**config.mk**
```make
export PLATFORM = sky130hd
export DESIGN_NAME = jdc_month_day
export DESIGN_NICKNAME = d
export VERILOG_FILES = /design/src/rtl/core/jdc_pkg.sv /design/src/rtl/core/jdc_month_day.sv
export SDC_FILE = /design/constraint.sdc
export NUM_CORES = 1
export LEC_CHECK = 0
export BUFFER_PORTS_ARGS = -buffer_cell sky130_fd_sc_hd__buf_2
export CAP_MARGIN = 20
export CORE_ASPECT_RATIO = 0.6
export CORE_MARGIN = 2
export CORE_UTILIZATION = 40
export CTS_CLUSTER_DIAMETER = 120
export DETAILED_ROUTE_END_ITERATION = 7
export PLACE_DENSITY = 0.62
export SLEW_MARGIN = 10
export SYNTH_ARGS = -nofsm -noshare
export SYNTH_HDL_FRONTEND = slang
export SYNTH_SLANG_ARGS = --single-unit
```
**constraint.sdc**
```tcl
create_clock -name clk -period 12.4 [get_ports clk]
set_clock_uncertainty 0.15 [all_clocks]
set_input_delay 2.48 -clock clk [delete_from_list [all_inputs] [get_ports clk]]
set_output_delay 2.48 -clock clk [all_outputs]
set_load 0.005 [all_outputs]
```
**src/rtl/core/jdc_pkg.sv**
```systemverilog
// Shared types, constants and lookup functions of the Julian day to calendar date converter.
`timescale 1ns / 1ps
package jdc_pkg;

  localparam int unsigned JD_W    = 24;
  localparam int unsigned DAY_W   = 5;
  localparam int unsigned MONTH_W = 4;
  localparam int unsigned YEAR_W  = 16;
  localparam int unsigned B_W     = 24;
  localparam int unsigned C_W     = 15;
  localparam int unsigned T_W     = 10;
  localparam int unsigned E_W     = 5;

  localparam logic [JD_W-1:0] JD_MIN       = 24'd4749;
  localparam logic [JD_W-1:0] JD_MAX       = 24'd10852487;
  localparam logic [JD_W-1:0] JD_GREGORIAN = 24'd2299161;

  // 4 * 1867216 + 1, subtracted from 4 * jd before the century division
  localparam logic [25:0] GREG_BIAS  = 26'd7468865;
  localparam logic [24:0] B_OFFSET   = 25'd1524;
  localparam logic [30:0] C_OFFSET   = 31'd12210;
  localparam logic [15:0] YEAR_BIAS  = 16'd4715;

  // Exact floor division by constants: multiply by ceil(2^s / d), s = k + ceil(log2 d)
  localparam int unsigned DIV1_SHIFT = 44;
  localparam int unsigned DIV1_MUL_W = 27;
  localparam logic [DIV1_MUL_W-1:0] DIV1_MUL =
    DIV1_MUL_W'(((64'd1 << DIV1_SHIFT) + 64'd146096) / 64'd146097);

  localparam int unsigned DIV2_SHIFT = 47;
  localparam int unsigned DIV2_MUL_W = 32;
  localparam logic [DIV2_MUL_W-1:0] DIV2_MUL =
    DIV2_MUL_W'(((64'd1 << DIV2_SHIFT) + 64'd36524) / 64'd36525);

  localparam int unsigned DIV3_SHIFT = 43;
  localparam int unsigned DIV3_MUL_W = 25;
  localparam logic [DIV3_MUL_W-1:0] DIV3_MUL =
    DIV3_MUL_W'(((64'd1 << DIV3_SHIFT) + 64'd306000) / 64'd306001);

  typedef struct packed {
    logic           in_range;
    logic [B_W-1:0] b;
  } jdc_b_t;

  typedef struct packed {
    logic           in_range;
    logic [C_W-1:0] c;
    logic [T_W-1:0] t;
  } jdc_ct_t;

  // floor(30.6001 * e)
  function automatic logic [8:0] jdc_month_start(input logic [E_W-1:0] e);
    logic [8:0] v;
    unique case (e)
      5'd1:    v = 9'd30;
      5'd2:    v = 9'd61;
      5'd3:    v = 9'd91;
      5'd4:    v = 9'd122;
      5'd5:    v = 9'd153;
      5'd6:    v = 9'd183;
      5'd7:    v = 9'd214;
      5'd8:    v = 9'd244;
      5'd9:    v = 9'd275;
      5'd10:   v = 9'd306;
      5'd11:   v = 9'd336;
      5'd12:   v = 9'd367;
      5'd13:   v = 9'd397;
      5'd14:   v = 9'd428;
      5'd15:   v = 9'd459;
      default: v = 9'd0;
    endcase
    return v;
  endfunction

endpackage

```
**src/rtl/core/jdc_month_day.sv**
```systemverilog
// Month index, day of month and final year with output register (two stages).
`timescale 1ns / 1ps
module jdc_month_day
  import jdc_pkg::*;
(
  input  logic                     clk,
  input  logic                     rst_n,
  input  logic                     in_valid,
  output logic                     in_ready,
  input  jdc_ct_t                  in_data,
  output logic                     out_valid,
  input  logic                     out_ready,
  output logic [DAY_W-1:0]         out_day_of_month,
  output logic [MONTH_W-1:0]       out_month_number,
  output logic signed [YEAR_W-1:0] out_year_number,
  output logic                     out_valid_res
);

  localparam int unsigned P3_W = 24 + DIV3_MUL_W;

  logic                     v5_r, v6_r;
  logic                     rdy5, rdy6;
  jdc_ct_t                  s5_r;
  logic [P3_W-1:0]          p3_r, p3_nxt;
  logic [23:0]              n3;
  logic [E_W-1:0]           e;
  logic [MONTH_W-1:0]       m0, month;
  logic signed [YEAR_W-1:0] yr0, yr1, yr;
  logic [DAY_W-1:0]         day_r, day_nxt;
  logic [MONTH_W-1:0]       month_r, month_nxt;
  logic signed [YEAR_W-1:0] year_r, year_nxt;
  logic                     res_r;

  assign rdy6     = ~v6_r | out_ready;
  assign rdy5     = ~v5_r | rdy6;
  assign in_ready = rdy5;

  always_comb begin
    n3     = 24'(in_data.t) * 24'd10000;
    p3_nxt = P3_W'(n3) * P3_W'(DIV3_MUL);
  end

  always_comb begin
    e     = p3_r[DIV3_SHIFT+E_W-1:DIV3_SHIFT];
    m0    = MONTH_W'(e - 5'd1);
    month = (m0 > 4'd12) ? m0 - 4'd12 : m0;
    yr0   = $signed(YEAR_W'(s5_r.c) - YEAR_BIAS);
    yr1   = (month > 4'd2) ? yr0 - 16'sd1 : yr0;
    yr    = (yr1 <= 16'sd0) ? yr1 - 16'sd1 : yr1;
    if (s5_r.in_range) begin
      day_nxt   = DAY_W'(s5_r.t - T_W'(jdc_month_start(e)));
      month_nxt = month;
      year_nxt  = yr;
    end else begin
      day_nxt   = '0;
      month_nxt = '0;
      year_nxt  = '0;
    end
  end

  always_ff @(posedge clk) begin
    if (!rst_n) begin
      v5_r <= 1'b0;
      v6_r <= 1'b0;
    end else begin
      if (rdy5) v5_r <= in_valid;
      if (rdy6) v6_r <= v5_r;
    end
  end

  always_ff @(posedge clk) begin
    if (rdy5 && in_valid) begin
      s5_r <= in_data;
      p3_r <= p3_nxt;
    end
    if (rdy6 && v5_r) begin
      day_r   <= day_nxt;
      month_r <= month_nxt;
      year_r  <= year_nxt;
      res_r   <= s5_r.in_range;
    end
  end

  assign out_valid        = v6_r;
  assign out_day_of_month = day_r;
  assign out_month_number = month_r;
  assign out_year_number  = year_r;
  assign out_valid_res    = res_r;

endmodule

```
==> flow_summary_export.csv <==
group,metric,value,unit
status,status,"complete, no violations",
placement,gp_congestion,1.01,
clock_network,cts_buffers,9,
yosys,synth_async_sr_flop_share,0,%
clock_network,cts_hold_buf,0,
worst_hold_path,holdPathStages,1,
finish,num_antenna_cells,0,
setup_path,end_kind,"flop",
detailed_routing,vias,11200,
floorplan,die_x,251,um
yosys,seq_area_frac_synth,11.6,%
detailed_routing,drt_wl_total,43.2,mm
detailed_routing,ant_nets,0,
floorplan,die_y,152,um
global_routing,grt_max_degree,31,
placement,dp_slack,-0.731,ns
setup_path,timing.critical_path.fanout_max,3,
detailed_routing,dr.pass1.iters,5,
finish,fin_util,47.4,%
detailed_routing,vias_per_cell,5.19,
global_routing,overflow,0,
clock_network,cts_tree,"done",
yosys,synth_ff_type,"edfxtp_1",
finish,layout_commonest_cell,"inv_1",
finish,seqCellArea,1700,um^2
detailed_routing,drc_errors,0,
yosys,yosysUniqueCellTypes,83,
timing,setup_ws,0.0637,ns
yosys,avgSynthCellArea,9.74,um^2
placement,place_inst,2130,
setup_path,worstSetupStartpoint,"in_data[3]",
yosys,synth_seq_cells,59,
clock_network,root_buffer,"clkbuf_16",
worst_hold_path,hold_start,"v5_r",
setup_path,start_kind,"input port",
run,cap_viol_max_count,0,
yosys,syn_inst,1501,
clock_network,path_clk_slew,0.06,ns
timing,slew_violations,0,
finish,area_growth,17.3,%
finish,fillers,3401,
setup_path,path_class,"input port to flop",
timing,fmax,0.0811,GHz
setup_path,cp_slowest_stage_delay,0.57,ns
yosys,ys_warn_count,0,
yosys,synth.largest_area_cell,"fa_1",
timing,worst_pin_slew,0.830,ns
setup_path,arrival,12.43,ns
floorplan,io_pins,58,
floorplan,die-area,38100,um^2
timing,slew_headroom,44.3,%
worst_hold_path,worstHoldPathType,"flop to flop",
placement,port_buffers,57,
finish,final_cells,2154,
setup_path,r2r_cells,15,
timing,whs,0.365,ns
timing,hold_viol_final,0,
floorplan,initial_utilization,40.4,%
floorplan,core,36100,um^2
setup_path,r2r-start,"p3_r[43]",
setup_path,crit_required,12.49,ns
yosys,synth.top_cell.area_share,31.2,%
placement,dp_hpwl,38.0,mm
finish,multi_input_area,11700,um^2
worst_hold_path,holdPathEnd,"out_valid",
clock_network,clock_sinks,59,
timing,setup_viol,0,
global_routing,first_global_vias,11200,
finish,drive_above_1_share,18.0,%
yosys,synth_edf_count,52,
setup_path,slowest_stage,"fa_2",
clock_network,clk_latency,0.35,ns
setup_path,cpMostUsedCell,"fa_1",
finish,fin_nets,2198,
floorplan,row_count,54,
timing,rsz0062_at_grt,"yes",
yosys,synth_nets,2026,
clock_network,h-tree-depth,3,
detailed_routing,wl_per_cell,20.1,um
yosys,synth.area.top_cells,"fa_1 31%, ha_1 23%, edfxtp_1 11%",
detailed_routing,drt_iter0_drc,930,
setup_path,reg2reg_slack,7.33,ns
global_routing,grt.total_usage,23.0,%
setup_path,r2r-end,"out_year_number[6]",
finish,final_cell_mix,"393 x inv_1, 248 x ha_1, 226 x fa_1",
global_routing,grt_pass1_wl,66.4,mm
yosys,netlist_area,14600,um^2
timing,min_period,12.34,ns
clock_network,cts_buffer_depth,2,
global_routing,antenna_found_initial,2,
timing,fin_crit_sh,99.5,%
-- synth_stat cells (all sizes together) (5+ instances only) --
cell type and instances:
a211o 6, a211oi 14, a21boi 6, a21o 12
a21oi 40, a31oi 9, and2 11, and3 12
buf 9, clkbuf 15, dfxtp 7, edfxtp 52
fa 228, ha 267, inv 407, mux2i 13
nand2 58, nand2b 14, nand3 18, nand4 7
nor2 50, nor2b 12, nor3 28, nor4 8
o2111ai 5, o211ai 7, o21a 11, o21ai 23
o31a 5, o31ai 11, or2 16, or3 10
xnor2 42, xor2 12
-- final cells by class --
| class | count | share of cell area (%) |
|---|---|---|
| flip-flops and latches | 59 | 9.92 |
| repair buffers | 185 | 7.42 |
| clock inverters | 5 | 0.452 |
| clock buffers | 11 | 1.42 |
| well taps | 476 | 3.47 |
| multi-input cells | 1011 | 68.4 |
| inverters | 407 | 8.93 |
-- flip-flops by register name, summed over array words and instances, names as in the netlist, named ones only --
signal,flops
s5_r,21
out_month_number,4
out_valid_res,1
p3_r,5
out_valid,1
out_year_number,16
v5_r,1
out_day_of_month,5
-- worst max-delay path: cells and delay by family --
family,cells,cell delay [ns]
AO/OA/AOI/OAI,9,1.97
XOR/XNOR,2,0.32
adder cells (fa/ha/maj),15,6.09
buffers and inverters,10,0.61
multiplexers,1,0.27
AND/OR/NAND/NOR,5,0.67
-- how the worst max path moves through the flow --
stage	endpoint	slack, ns
floorplan	flop	0.01
detailed placement	flop	-0.73
finish	flop	0.06
global placement	flop	-0.47
CTS	flop	-0.01
global route	flop	-0.25
-- per-layer routing --
metal	vias up	part of all wire (%)	track usage [%]	wire length [um]
met1	5508	53	39.6	23000
li1	5219	-	-	-
met3	16	11	5.94	4540
met4	0	0.47	1.97	202
met5	-	0	0	0
met2	435	36	28.5	15500
-- metrics by stage --
step | TNS (ns) | instance area (um^2)
2_1_floorplan | 0 | 14800
3_3_place_gp | -2.08 | 16400
3_5_place_dp | -3.95 | 16400
4_1_cts | -0.0105 | 16800
5_1_grt | -0.841 | 17100
6_report | 0 | 17100
-- kinds of logic (layout without fill, tap and decap cells) --
group           count (synthesis)  in the layout  synth area share, %
compound gates                189            189                 9.49
xor+xnor                       54             54                 3.24
mux                            15             15                 1.07
simple gates                  258            258                 9.25
fa+ha+maj                     495            495                 54.1
flops                          59             59                 11.6
buf+inv                       431            608                 11.2
-- timing repair --
action	CTS	global route
setup buffers	4	4
pin swaps	8	9
setup endpoints to repair	6	7
resized for setup	14	44
endpoints found under the hold margin	0	0
Power is not shown: default switching activity piles up to over one toggle a cycle in this logic, so the estimate is an artifact.
