### config.mk
export PLATFORM = sky130hd
export DESIGN_NAME = jdc_gregorian
export DESIGN_NICKNAME = d
export VERILOG_FILES = /design/src/rtl/core/jdc_pkg.sv /design/src/rtl/core/jdc_gregorian.sv
export SDC_FILE = /design/constraint.sdc
export NUM_CORES = 1
export LEC_CHECK = 0
export BUFFER_PORTS_ARGS = -buffer_cell sky130_fd_sc_hd__buf_2
export CORE_MARGIN = 10
export CORE_UTILIZATION = 25
export CTS_BUF_LIST = sky130_fd_sc_hd__clkbuf_8
export CTS_CLUSTER_DIAMETER = 30
export DETAILED_ROUTE_END_ITERATION = 7
export GPL_TIMING_DRIVEN = 0
export PLACE_DENSITY = 0.41
export SETUP_SLACK_MARGIN = 0.1
export SLEW_MARGIN = 40
export SYNTH_ARGS = -nofsm -noshare
export SYNTH_HDL_FRONTEND = slang
export SYNTH_SLANG_ARGS = --single-unit
### constraint.sdc
create_clock -name clk -period 20.4 [get_ports clk]
set_input_delay 1.02 -clock clk [delete_from_list [all_inputs] [get_ports clk]]
set_output_delay 1.02 -clock clk [all_outputs]
set_load 0.1 [all_outputs]
### src/rtl/core/jdc_pkg.sv
// Shared types, constants and lookup functions of the Julian day to calendar date converter.
`timescale 1ns / 1ps
package jdc_pkg;

  localparam int unsigned JD_W    = 24;
  localparam int unsigned DAY_W   = 5;
  localparam int unsigned MONTH_W = 4;
  localparam int unsigned YEAR_W  = 16;
  localparam int unsigned B_W     = 24;
  localparam int unsigned C_W     = 15;
  localparam int unsigned T_W     = 10;
  localparam int unsigned E_W     = 5;

  localparam logic [JD_W-1:0] JD_MIN       = 24'd4749;
  localparam logic [JD_W-1:0] JD_MAX       = 24'd10852487;
  localparam logic [JD_W-1:0] JD_GREGORIAN = 24'd2299161;

  // 4 * 1867216 + 1, subtracted from 4 * jd before the century division
  localparam logic [25:0] GREG_BIAS  = 26'd7468865;
  localparam logic [24:0] B_OFFSET   = 25'd1524;
  localparam logic [30:0] C_OFFSET   = 31'd12210;
  localparam logic [15:0] YEAR_BIAS  = 16'd4715;

  // Exact floor division by constants: multiply by ceil(2^s / d), s = k + ceil(log2 d)
  localparam int unsigned DIV1_SHIFT = 44;
  localparam int unsigned DIV1_MUL_W = 27;
  localparam logic [DIV1_MUL_W-1:0] DIV1_MUL =
    DIV1_MUL_W'(((64'd1 << DIV1_SHIFT) + 64'd146096) / 64'd146097);

  localparam int unsigned DIV2_SHIFT = 47;
  localparam int unsigned DIV2_MUL_W = 32;
  localparam logic [DIV2_MUL_W-1:0] DIV2_MUL =
    DIV2_MUL_W'(((64'd1 << DIV2_SHIFT) + 64'd36524) / 64'd36525);

  localparam int unsigned DIV3_SHIFT = 43;
  localparam int unsigned DIV3_MUL_W = 25;
  localparam logic [DIV3_MUL_W-1:0] DIV3_MUL =
    DIV3_MUL_W'(((64'd1 << DIV3_SHIFT) + 64'd306000) / 64'd306001);

  typedef struct packed {
    logic           in_range;
    logic [B_W-1:0] b;
  } jdc_b_t;

  typedef struct packed {
    logic           in_range;
    logic [C_W-1:0] c;
    logic [T_W-1:0] t;
  } jdc_ct_t;

  // floor(30.6001 * e)
  function automatic logic [8:0] jdc_month_start(input logic [E_W-1:0] e);
    logic [8:0] v;
    unique case (e)
      5'd1:    v = 9'd30;
      5'd2:    v = 9'd61;
      5'd3:    v = 9'd91;
      5'd4:    v = 9'd122;
      5'd5:    v = 9'd153;
      5'd6:    v = 9'd183;
      5'd7:    v = 9'd214;
      5'd8:    v = 9'd244;
      5'd9:    v = 9'd275;
      5'd10:   v = 9'd306;
      5'd11:   v = 9'd336;
      5'd12:   v = 9'd367;
      5'd13:   v = 9'd397;
      5'd14:   v = 9'd428;
      5'd15:   v = 9'd459;
      default: v = 9'd0;
    endcase
    return v;
  endfunction

endpackage

### src/rtl/core/jdc_gregorian.sv
// Range check, Gregorian century correction and shifted day count b (two stages).
`timescale 1ns / 1ps
module jdc_gregorian
  import jdc_pkg::*;
(
  input  logic            clk,
  input  logic            rst_n,
  input  logic            in_valid,
  output logic            in_ready,
  input  logic [JD_W-1:0] in_julian_day,
  output logic            out_valid,
  input  logic            out_ready,
  output jdc_b_t          out_data
);

  localparam int unsigned P1_W = 26 + DIV1_MUL_W;

  logic            v1_r, v2_r;
  logic            rdy1, rdy2;
  logic [JD_W-1:0] jd1_r;
  logic            greg1_r, rng1_r, greg1_nxt, rng1_nxt;
  logic [P1_W-1:0] p1_r, p1_nxt;
  logic [25:0]     n1;
  logic [8:0]      alpha;
  logic [24:0]     a_sum;
  jdc_b_t          s2_r, s2_nxt;

  assign rdy2     = ~v2_r | out_ready;
  assign rdy1     = ~v1_r | rdy2;
  assign in_ready = rdy1;

  always_comb begin
    n1        = {in_julian_day, 2'b00} - GREG_BIAS;
    p1_nxt    = P1_W'(n1) * P1_W'(DIV1_MUL);
    greg1_nxt = in_julian_day >= JD_GREGORIAN;
    rng1_nxt  = (in_julian_day >= JD_MIN) && (in_julian_day <= JD_MAX);
  end

  always_comb begin
    alpha           = p1_r[DIV1_SHIFT+8:DIV1_SHIFT];
    a_sum           = 25'(jd1_r) + 25'd1 + 25'(alpha) - 25'(alpha[8:2]);
    s2_nxt.in_range = rng1_r;
    s2_nxt.b        = greg1_r ? B_W'(a_sum + B_OFFSET) : B_W'(25'(jd1_r) + B_OFFSET);
  end

  always_ff @(posedge clk) begin
    if (!rst_n) begin
      v1_r <= 1'b0;
      v2_r <= 1'b0;
    end else begin
      if (rdy1) v1_r <= in_valid;
      if (rdy2) v2_r <= v1_r;
    end
  end

  always_ff @(posedge clk) begin
    if (rdy1 && in_valid) begin
      jd1_r   <= in_julian_day;
      greg1_r <= greg1_nxt;
      rng1_r  <= rng1_nxt;
      p1_r    <= p1_nxt;
    end
    if (rdy2 && v1_r) begin
      s2_r <= s2_nxt;
    end
  end

  assign out_valid = v2_r;
  assign out_data  = s2_r;

endmodule

==> reports/metrics.sh, run 1 <==
STATUS='complete, no violations'
SYNTHESIS.AREA_PER_INSTANCE_UM2=9.557
SETUP-TNS-FINAL_NS=0
CTS_HOLD_BUF=0
CLK_LATENCY_NS=0.36
YS_ASYNC_SR_FRACTION_PCT=0
CTS-RESIZED-GATES=0
MAX_SLEW_MARGIN_PCT=45.64
WORST-SLEW-PIN-TRANSITION_NS=0.8127
FIN_WORST_SKEW_NS=0.02259
END_KIND='register'
DIE_AREA_UM2=70590
MAPPEDNETLISTAREA_UM2=15090
DRT_PASS1_ITERATIONS=6
IO_PORT_BUFS=54
CTS_SETUP_BUFFERS=0
GRT_ANTENNA_BEFORE_REPAIR=0
TIMING.CRITICAL_PATH.REQUIRED_NS=20.50
CLOCK_SINKS=62
CP_MAX_FO=10
FIN_UTIL_PCT=27.73
POST_ROUTE_CELLS_DRIVE_ABOVE_1_SHARE_PCT=7.091
CRITPATHMAXSTAGEDELAY_NS=0.63
STARTPOINT_TYPE='input port'
SYNTH.YOSYS.SEQ_AREA_SHARE_PCT=12.20
NUMCTSBUFFERS=9
CRIT_ARRIVAL_NS=10.29
CP_COMMON_CELL='fa_1'
CRIT-REG2REG-CAPTURE='out_data[18]$_DFFE_PP_'
MAXCAPVIOLCOUNT=0
HOLD_START='rng1_r$_DFFE_PP_'
SYNTH_TOP_FAMILY_BY_AREA='adder cells'
REPORT.FINAL.SETUP_VIOL=0
CTS_MAX_LEVEL=3
DETAIL_ROUTE.ITER0.VIOLATIONS=475
SYNTH_EDF_COUNT=60
CRITICAL_PATH.REG2REG.STARTPOINT='jd1_r[2]$_DFFE_PP_'
TYPE_OF_THE_SETUP_PATH_WITH_THE_LEAST_SLACK='in -> reg'
ROW_COUNT=90
ANTENNA_CELLS=0
FF2FF_PATH_DEPTH=15
CTSLONGESTPATHBUFFERS=2
FILLER_INSTANCES=6413
ROUTE.ANTENNA.REMAINING_NETS=0
SYNTH_SEQ_CELLS=62
POST_SYNTH_MUX_AREA_SHARE_PCT=0.4726
IOS=55
FMAXACHIEVABLE_MHz=98.14
CTS_TREE='yes'
ROUTE.VIAS.TOTAL=10328
STARTING_DENSITY_PCT=25.14
MULTI_INPUT_AREA_UM2=11560
SYN-NUM-NETS=2116
GR-TOTAL-OVERFLOW=0
HOLD_CLASS='reg -> reg'
REGAREA_UM2=1842
DIE_HEIGHT_UM=265.7
GRT_FIRST_PASS_WIRELENGTH_UM=66920
NUMBER_OF_NETS_IN_THE_LAYOUT=2182
DRT-WIRELENGTH-PER-CELL_UM=16.95
CLOCKROOTBUFFER='clkbuf_8'
PIN_COUNT_OF_THE_BIGGEST_NET_ENTERING_GLOBAL_ROUTING=36
FLOORPLAN.CORE_AREA_UM2=60020
SYNTH_AREA_IN_XOR_XNOR_PCT=6.053
TIMING.HOLD.WORST_PATH_DEPTH=0
FLOORPLAN.DIE.WIDTH_UM=265.7
WHS_ENDPOINT='out_data[24]$_DFFE_PP_'
FINALCRITICALPERIOD_NS=10.19
DETAIL_ROUTE.DRC_VIOLATIONS=0
REG2REG_SETUP_SLACK_NS=16.23
LAYOUT_WORST_PATH_CYCLE_SHARE_PCT=49.95
GRT.TOTAL_USAGE_PCT=12.17
SYNTH_FF_TYPE='edfxtp_1'
SYNTH-SIMPLE-AREA-SHARE_PCT=7.122
SYNTH-ADDER-AREA-SHARE_PCT=53.00
RSZ0062_AT_GRT='false'
VIASPERCELL=4.247
CRITICAL-PATH-SLOWEST-CELL='fa_1'
HOLD_VIOL=0
AREAGROWTHSYNTHTOFINISH_PCT=10.30
POST_CTS_CLOCK_SLEW_AT_THE_LAUNCH_AND_CAPTURE_REGISTERS_OF_THE_WORST_SETUP_AND_HOLD_PATHS_NS=0.08
YOSYSWARNINGCOUNT=0
YS_TYPES=75
FINALWIRELENGTH_UM=41220
GPL.FINAL_WEIGHTED_CONGESTION=0.8449
NUMBER_OF_GLOBAL_ROUTE_VIAS_BEFORE_REPAIR=11218
SYNTH_COMPOUND_AREA_SHARE_PCT=9.410
DPL.HPWL_UM=37210
FINALMAXSLEWVIOLATIONS=0
POSTSYNTHCELLCOUNT=1579
## per-stage QoR
step,hold slack (ns),area [µm²],setup slack [ns],std cells
floorplan,0.4003,15090,11.53,1579
global placement,0.4913,16340,9.355,2415
detailed placement,0.5140,16410,9.667,2416
CTS,0.5369,16610,10.01,2432
global route,0.5372,16640,9.540,2432
finish,0.5273,16640,10.21,2432
## worst max-delay path by stage
stage                     start            endpoint  slack, ns  depth (start not counted)
3_3_place_gp   in_julian_day[0]  p1_r[49]$_DFFE_PP_       9.36                         29
4_1_cts        in_julian_day[0]  p1_r[49]$_DFFE_PP_      10.01                         29
5_1_grt        in_julian_day[0]  p1_r[49]$_DFFE_PP_       9.54                         29
2_1_floorplan  in_julian_day[0]  p1_r[52]$_DFFE_PP_      11.53                         29
6_report       in_julian_day[0]  p1_r[52]$_DFFE_PP_      10.21                         30
3_5_place_dp   in_julian_day[0]  p1_r[52]$_DFFE_PP_       9.67                         30
## logic make-up after synthesis
kind of cell,after synthesis
XOR/XNOR,100
AND/OR/NAND/NOR,218
buffers and inverters,470
AO/OA/AOI/OAI,213
adder cells (fa/ha/maj),509
multiplexers,7
flip-flops,62
## synth_stat cells, types with 3 or more instances
| cell | n | area [µm²] |
|---|---|---|
| edfxtp_1 | 60 | 1802 |
| o211ai_1 | 9 | 67.56 |
| fa_1 | 217 | 4344 |
| clkbuf_1 | 12 | 45.04 |
| nor2_1 | 53 | 198.9 |
| mux2i_1 | 6 | 60.06 |
| inv_1 | 447 | 1678 |
| or3_1 | 3 | 18.77 |
| a21boi_0 | 4 | 30.03 |
| buf_2 | 6 | 30.03 |
| nor4_1 | 6 | 37.54 |
| nand2b_1 | 7 | 43.79 |
| o21ai_0 | 34 | 170.2 |
| nand3_1 | 21 | 105.1 |
| buf_1 | 3 | 11.26 |
| nand4_1 | 10 | 62.56 |
| xnor2_2 | 3 | 48.80 |
| nor3_1 | 22 | 110.1 |
| a311oi_1 | 5 | 43.79 |
| a31oi_1 | 9 | 56.30 |
| and3_1 | 6 | 37.54 |
| ha_1 | 292 | 3654 |
| nand2_1 | 59 | 221.5 |
| o21bai_1 | 4 | 30.03 |
| o31ai_1 | 4 | 30.03 |
| a21oi_1 | 69 | 345.3 |
| o22ai_1 | 3 | 18.77 |
| xor2_1 | 37 | 324.1 |
| o21a_1 | 5 | 37.54 |
| a21o_1 | 28 | 210.2 |
| a211oi_1 | 14 | 105.1 |
| nor2b_1 | 10 | 62.56 |
| xnor2_1 | 58 | 508.0 |
## cells in the final DEF (no fill, tap or decap), drive strengths merged, types with 6 or more instances in the layout
cell type  synthesis  routed
a211oi            15      15
a21o              28      28
a21oi             71      71
a31oi              9       9
and3               6       6
buf                9      64
clkbuf            12      22
edfxtp            60      60
fa               217     217
ha               292     292
inv              449     450
mux2i              6       6
nand2             60      60
nand2b             8       8
nand3             21      21
nand4             10      10
nor2              55      55
nor2b             10      10
nor3              23      23
nor4               6       6
o211ai             9       9
o21ai             37      37
xnor2             61      61
xor2              39      39
## area by class of cell
cell class / instances / share of cell area (%)
inverter: 449 / 10.13
tap: 782 / 5.878
clock buffer: 10 / 0.8269
sequential: 62 / 11.07
buffer: 21 / 0.5187
timing repair buffer: 55 / 1.714
clock inverter: 6 / 0.4134
multi-input combinational: 1047 / 69.46
## metal layers
layer  vias to the layer above  GRT usage, %  part of all wire [%]
met5                         -             0                     0
met4                         0         2.393                   1.6
met3                        33        0.5813                   2.2
met2                       129         21.38                    49
met1                      4995         16.35                    47
li1                       5171             -                     -
## critical path, delay by kind of cell
| family | cells | cell delay [ns] |
|---|---|---|
| adders and majority gates | 9 | 4.08 |
| AOI/OAI and AO/OA | 8 | 2.45 |
| buffers and inverters | 7 | 1.28 |
| and+or+nand+nor | 5 | 0.94 |
| xor gates and xnor gates | 1 | 0.50 |
## sequential cells by signal, summed over array words and instances, names as in the netlist
register	flops
greg1_r	1
out_data	25
p1_r	9
jd1_r	24
out_valid	1
v1_r	1
rng1_r	1
Power of run 1 is not shown: default switching activity piles up to over one toggle a cycle in this logic, so the estimate is an artifact.
==> run 2, diff against run 1 <==
Settings changed: ABC_AREA from default to 1.
Clock period 20.4 ns to 10.7 ns, I/O delays scaled along.
==> run 2 against run 1 <==
Against the previous run:
- global-route usage is 2.1 points higher
- synthesized cell count rose by 38%
- clock skew down 0.015 ns
- non-clock buffer count decreased by 6
- via count rose by 33%
- register-to-register slack lost 9.1 ns
- area after synthesis is 12% higher
==> reports/metrics.sh, run 2 <==
ROW_COUNT=95  # +5.6%
CRIT-REG2REG-CAPTURE='out_data[16]$_DFFE_PP_'
STARTPOINT_TYPE='input port'
SYNTH_SEQ_CELLS=62  # unchanged
LAYOUT_WORST_PATH_CYCLE_SHARE_PCT=80.30
ANTENNA_CELLS=0  # unchanged
POST_ROUTE_CELLS_DRIVE_ABOVE_1_SHARE_PCT=5.062  # -2.0 points
DIE_AREA_UM2=78590  # +11%
NUMBER_OF_FLIP_FLOPS_UNDER_THE_LARGEST_REGISTER_NAME=25  # unchanged
HOLD_SLACK_NS=0.3770  # -0.1503 ns
CTS-RESIZED-GATES=0  # unchanged
ROUTE.ANTENNA.REMAINING_NETS=0  # unchanged
DRT_PASS1_ITERATIONS=6  # unchanged
DRT-WIRELENGTH-PER-CELL_UM=17.53  # +3.4%
FINAL_CELL_AREA_UM2=18530  # +11%
CRIT_ARRIVAL_NS=8.66  # -1.63 ns
CRITICAL-PATH-SLOWEST-CELL='fa_1'
CRITPATHMAXSTAGEDELAY_NS=0.56  # -0.07 ns
RSZ0062_AT_GRT='false'
WORST_SETUP_SP='in_julian_day[0]'
YOSYS.AREA.TOP_TYPE='fa_1'
GRT_FIRST_PASS_WIRELENGTH_UM=86070  # +29%
CP_COMMON_CELL='inv_1'
LAYOUT.CELLS.MOST_COMMON='inv_1'
IOS=55  # unchanged
FINALCRITICALPERIOD_NS=8.592
CTS_HOLD_BUF=0  # unchanged
STATUS='complete, no violations'
VIASPERCELL=4.387  # +3.3%
MAX_SLEW_MARGIN_PCT=45.71  # +0.076 points
GRT.TOTAL_USAGE_PCT=14.24  # +2.1 points
LAYOUT_COMMON_CELLS='613 x inv_1, 408 x nand2_1, 293 x ha_1, 217 x fa_1, 118 x nor2_1'
DETAIL_ROUTE.DRC_VIOLATIONS=0  # unchanged
REG2REG_SETUP_SLACK_NS=7.11  # -9.12 ns
FF2FF_PATH_DEPTH=15  # unchanged
CTS_TREE='yes'
CP_MAX_FO=13  # +3
YOSYSWARNINGCOUNT=0  # unchanged
DIE_HEIGHT_UM=280.3  # +5.5%
GR-TOTAL-OVERFLOW=0  # unchanged
WORST-SLEW-PIN-TRANSITION_NS=0.8143  # +0.001616 ns
YS_TYPES=44  # -41%
SYNTH_EDF_COUNT=60  # unchanged
NUMBER_OF_GLOBAL_ROUTE_VIAS_BEFORE_REPAIR=14626  # +30%
SYNTH.YOSYS.SEQ_AREA_SHARE_PCT=10.87  # -1.3 points
YS_TOP_CELLS_BY_COUNT='613 x inv_1, 408 x nand2_1, 293 x ha_1, 217 x fa_1, 118 x nor2_1'
GRT_ANTENNA_BEFORE_REPAIR=3  # +3
YS_ASYNC_SR_FRACTION_PCT=0  # unchanged
CRITICAL_PATH.ENDPOINT='p1_r[47]$_DFFE_PP_'
GPL.FINAL_WEIGHTED_CONGESTION=0.9310  # +10%
YOSYSMOSTFREQUENTCELL='inv_1'
ROUTE.VIAS.TOTAL=13708  # +33%
FINALWIRELENGTH_UM=54790  # +33%
FINALMAXSLEWVIOLATIONS=0  # unchanged
IO_PORT_BUFS=54  # unchanged
SYNTH.TOP_CELL.AREA_SHARE_PCT=25.64  # -3.1 points
FLOORPLAN.CORE_AREA_UM2=67160  # +12%
SYN-NUM-NETS=2718  # +28%
POST_CTS_CLOCK_SLEW_AT_THE_LAUNCH_AND_CAPTURE_REGISTERS_OF_THE_WORST_SETUP_AND_HOLD_PATHS_NS=0.07  # about the same
TYPE_OF_THE_SETUP_PATH_WITH_THE_LEAST_SLACK='in -> reg'
SETUP-TNS-FINAL_NS=0  # unchanged
END_KIND='register'
DPL.HPWL_UM=49430  # +33%
NUMCTSBUFFERS=9  # unchanged
PLACED_AREA_UM2=18350  # +12%
CLK_LATENCY_NS=0.37  # about the same
CLOCKROOTBUFFER='clkbuf_8'
CTS_MAX_LEVEL=3  # unchanged
PIN_COUNT_OF_THE_BIGGEST_NET_ENTERING_GLOBAL_ROUTING=27  # -25%
NUMBER_OF_NETS_IN_THE_LAYOUT=2785  # +28%
FLOORPLAN.DIE.WIDTH_UM=280.3  # +5.5%
SYNTHESIS.AREA_PER_INSTANCE_UM2=7.772  # -19%
SYNTH_FF_TYPE='edfxtp_1'
AREAGROWTHSYNTHTOFINISH_PCT=9.334
CRITICAL_PATH.REG2REG.STARTPOINT='p1_r[48]$_DFFE_PP_'
HOLD_CLASS='in -> reg'
CLOCK_SINKS=62  # unchanged
MAPPEDNETLISTAREA_UM2=16940  # +12%
FMAXACHIEVABLE_MHz=116.4
CTS_SETUP_BUFFERS=0  # unchanged
REPORT.FINAL.SETUP_VIOL=0  # unchanged
HOLD_VIOL=0  # unchanged
MAXCAPVIOLCOUNT=0  # unchanged
CTSLONGESTPATHBUFFERS=2  # unchanged
POSTSYNTHCELLCOUNT=2180  # +38%
STARTING_DENSITY_PCT=25.23  # +0.087 points
FIN_WORST_SKEW_NS=0.007287  # -0.01530 ns
YS_TOP_CELLS_BY_AREA='fa_1 26%, ha_1 22%, inv_1 14%'
TIMING.CRITICAL_PATH.REQUIRED_NS=10.77  # -9.73 ns
DETAIL_ROUTE.ITER0.VIOLATIONS=670  # +41%
## run 2: changes by cell type after synthesis, sizes merged, moves of 22 or more
cell and delta:
o21ai +40, xnor2 -52, nand2 +363, nor2 +64, a21o -22, nand3 +81, inv +170
## run 2: cells by family after synthesis
logic type / Yosys count / synth area share, %
AND/OR/NAND/NOR: 721 / 18.10
buffers and inverters: 633 / 14.10
adder cells (fa/ha/maj): 510 / 47.28
AO/OA/AOI/OAI: 203 / 6.602
flip-flops: 62 / 10.87
XOR/XNOR: 50 / 2.983
multiplexers: 1 / 0.06646
## run 2: critical path, delay by kind of cell
family / cells / cell delay (ns)
buf+inv: 11 / 1.58
simple gates: 13 / 2.49
fa+ha+maj: 9 / 3.85
xor+xnor: 1 / 0.17
## run 2: worst min path at each step
stage / start / end / slack, ns / cells past startpoint
after floorplan: rng1_r$_DFFE_PP_ / out_data[24]$_DFFE_PP_ / 0.40 / 0
after global placement: rng1_r$_DFFE_PP_ / out_data[24]$_DFFE_PP_ / 0.41 / 0
after detailed placement: rng1_r$_DFFE_PP_ / out_data[24]$_DFFE_PP_ / 0.42 / 0
after CTS: in_julian_day[4] / jd1_r[4]$_DFFE_PP_ / 0.36 / 1
after global routing: in_julian_day[4] / jd1_r[4]$_DFFE_PP_ / 0.37 / 1
final: in_julian_day[4] / jd1_r[4]$_DFFE_PP_ / 0.38 / 1
## run 2: stage by stage
stage / setup slack [ns] / instances / util, %
2_1_floorplan: 3.627 / 2180 / -
3_3_place_gp: 1.626 / 3107 / 27.26
3_5_place_dp: 1.705 / 3109 / 27.33
4_1_cts: 2.073 / 3125 / 27.57
5_1_grt: 1.602 / 3125 / 27.58
6_report: 2.108 / 3125 / 27.58
## run 2: area by class of cell
cell class / instances / area, µm²
inverter: 619 / 2323
fill: 7369 / 48630
multi-input combinational: 1485 / 12730
tap: 873 / 1092
timing repair buffer: 56 / 305.3
buffer: 14 / 66.31
sequential: 62 / 1842
clock inverter: 7 / 41.29
clock buffer: 9 / 123.9
## run 2: layer usage
layer / vias to the layer above / GRT usage (%) / wire length, µm
li1: 6854 / - / -
met4: 0 / 2.991 / 964
met1: 6591 / 18.79 / 25370
met5: - / 0 / 0
met3: 45 / 0.8896 / 1553
met2: 218 / 25.17 / 26910
Power of run 2 is left out for the same reason.
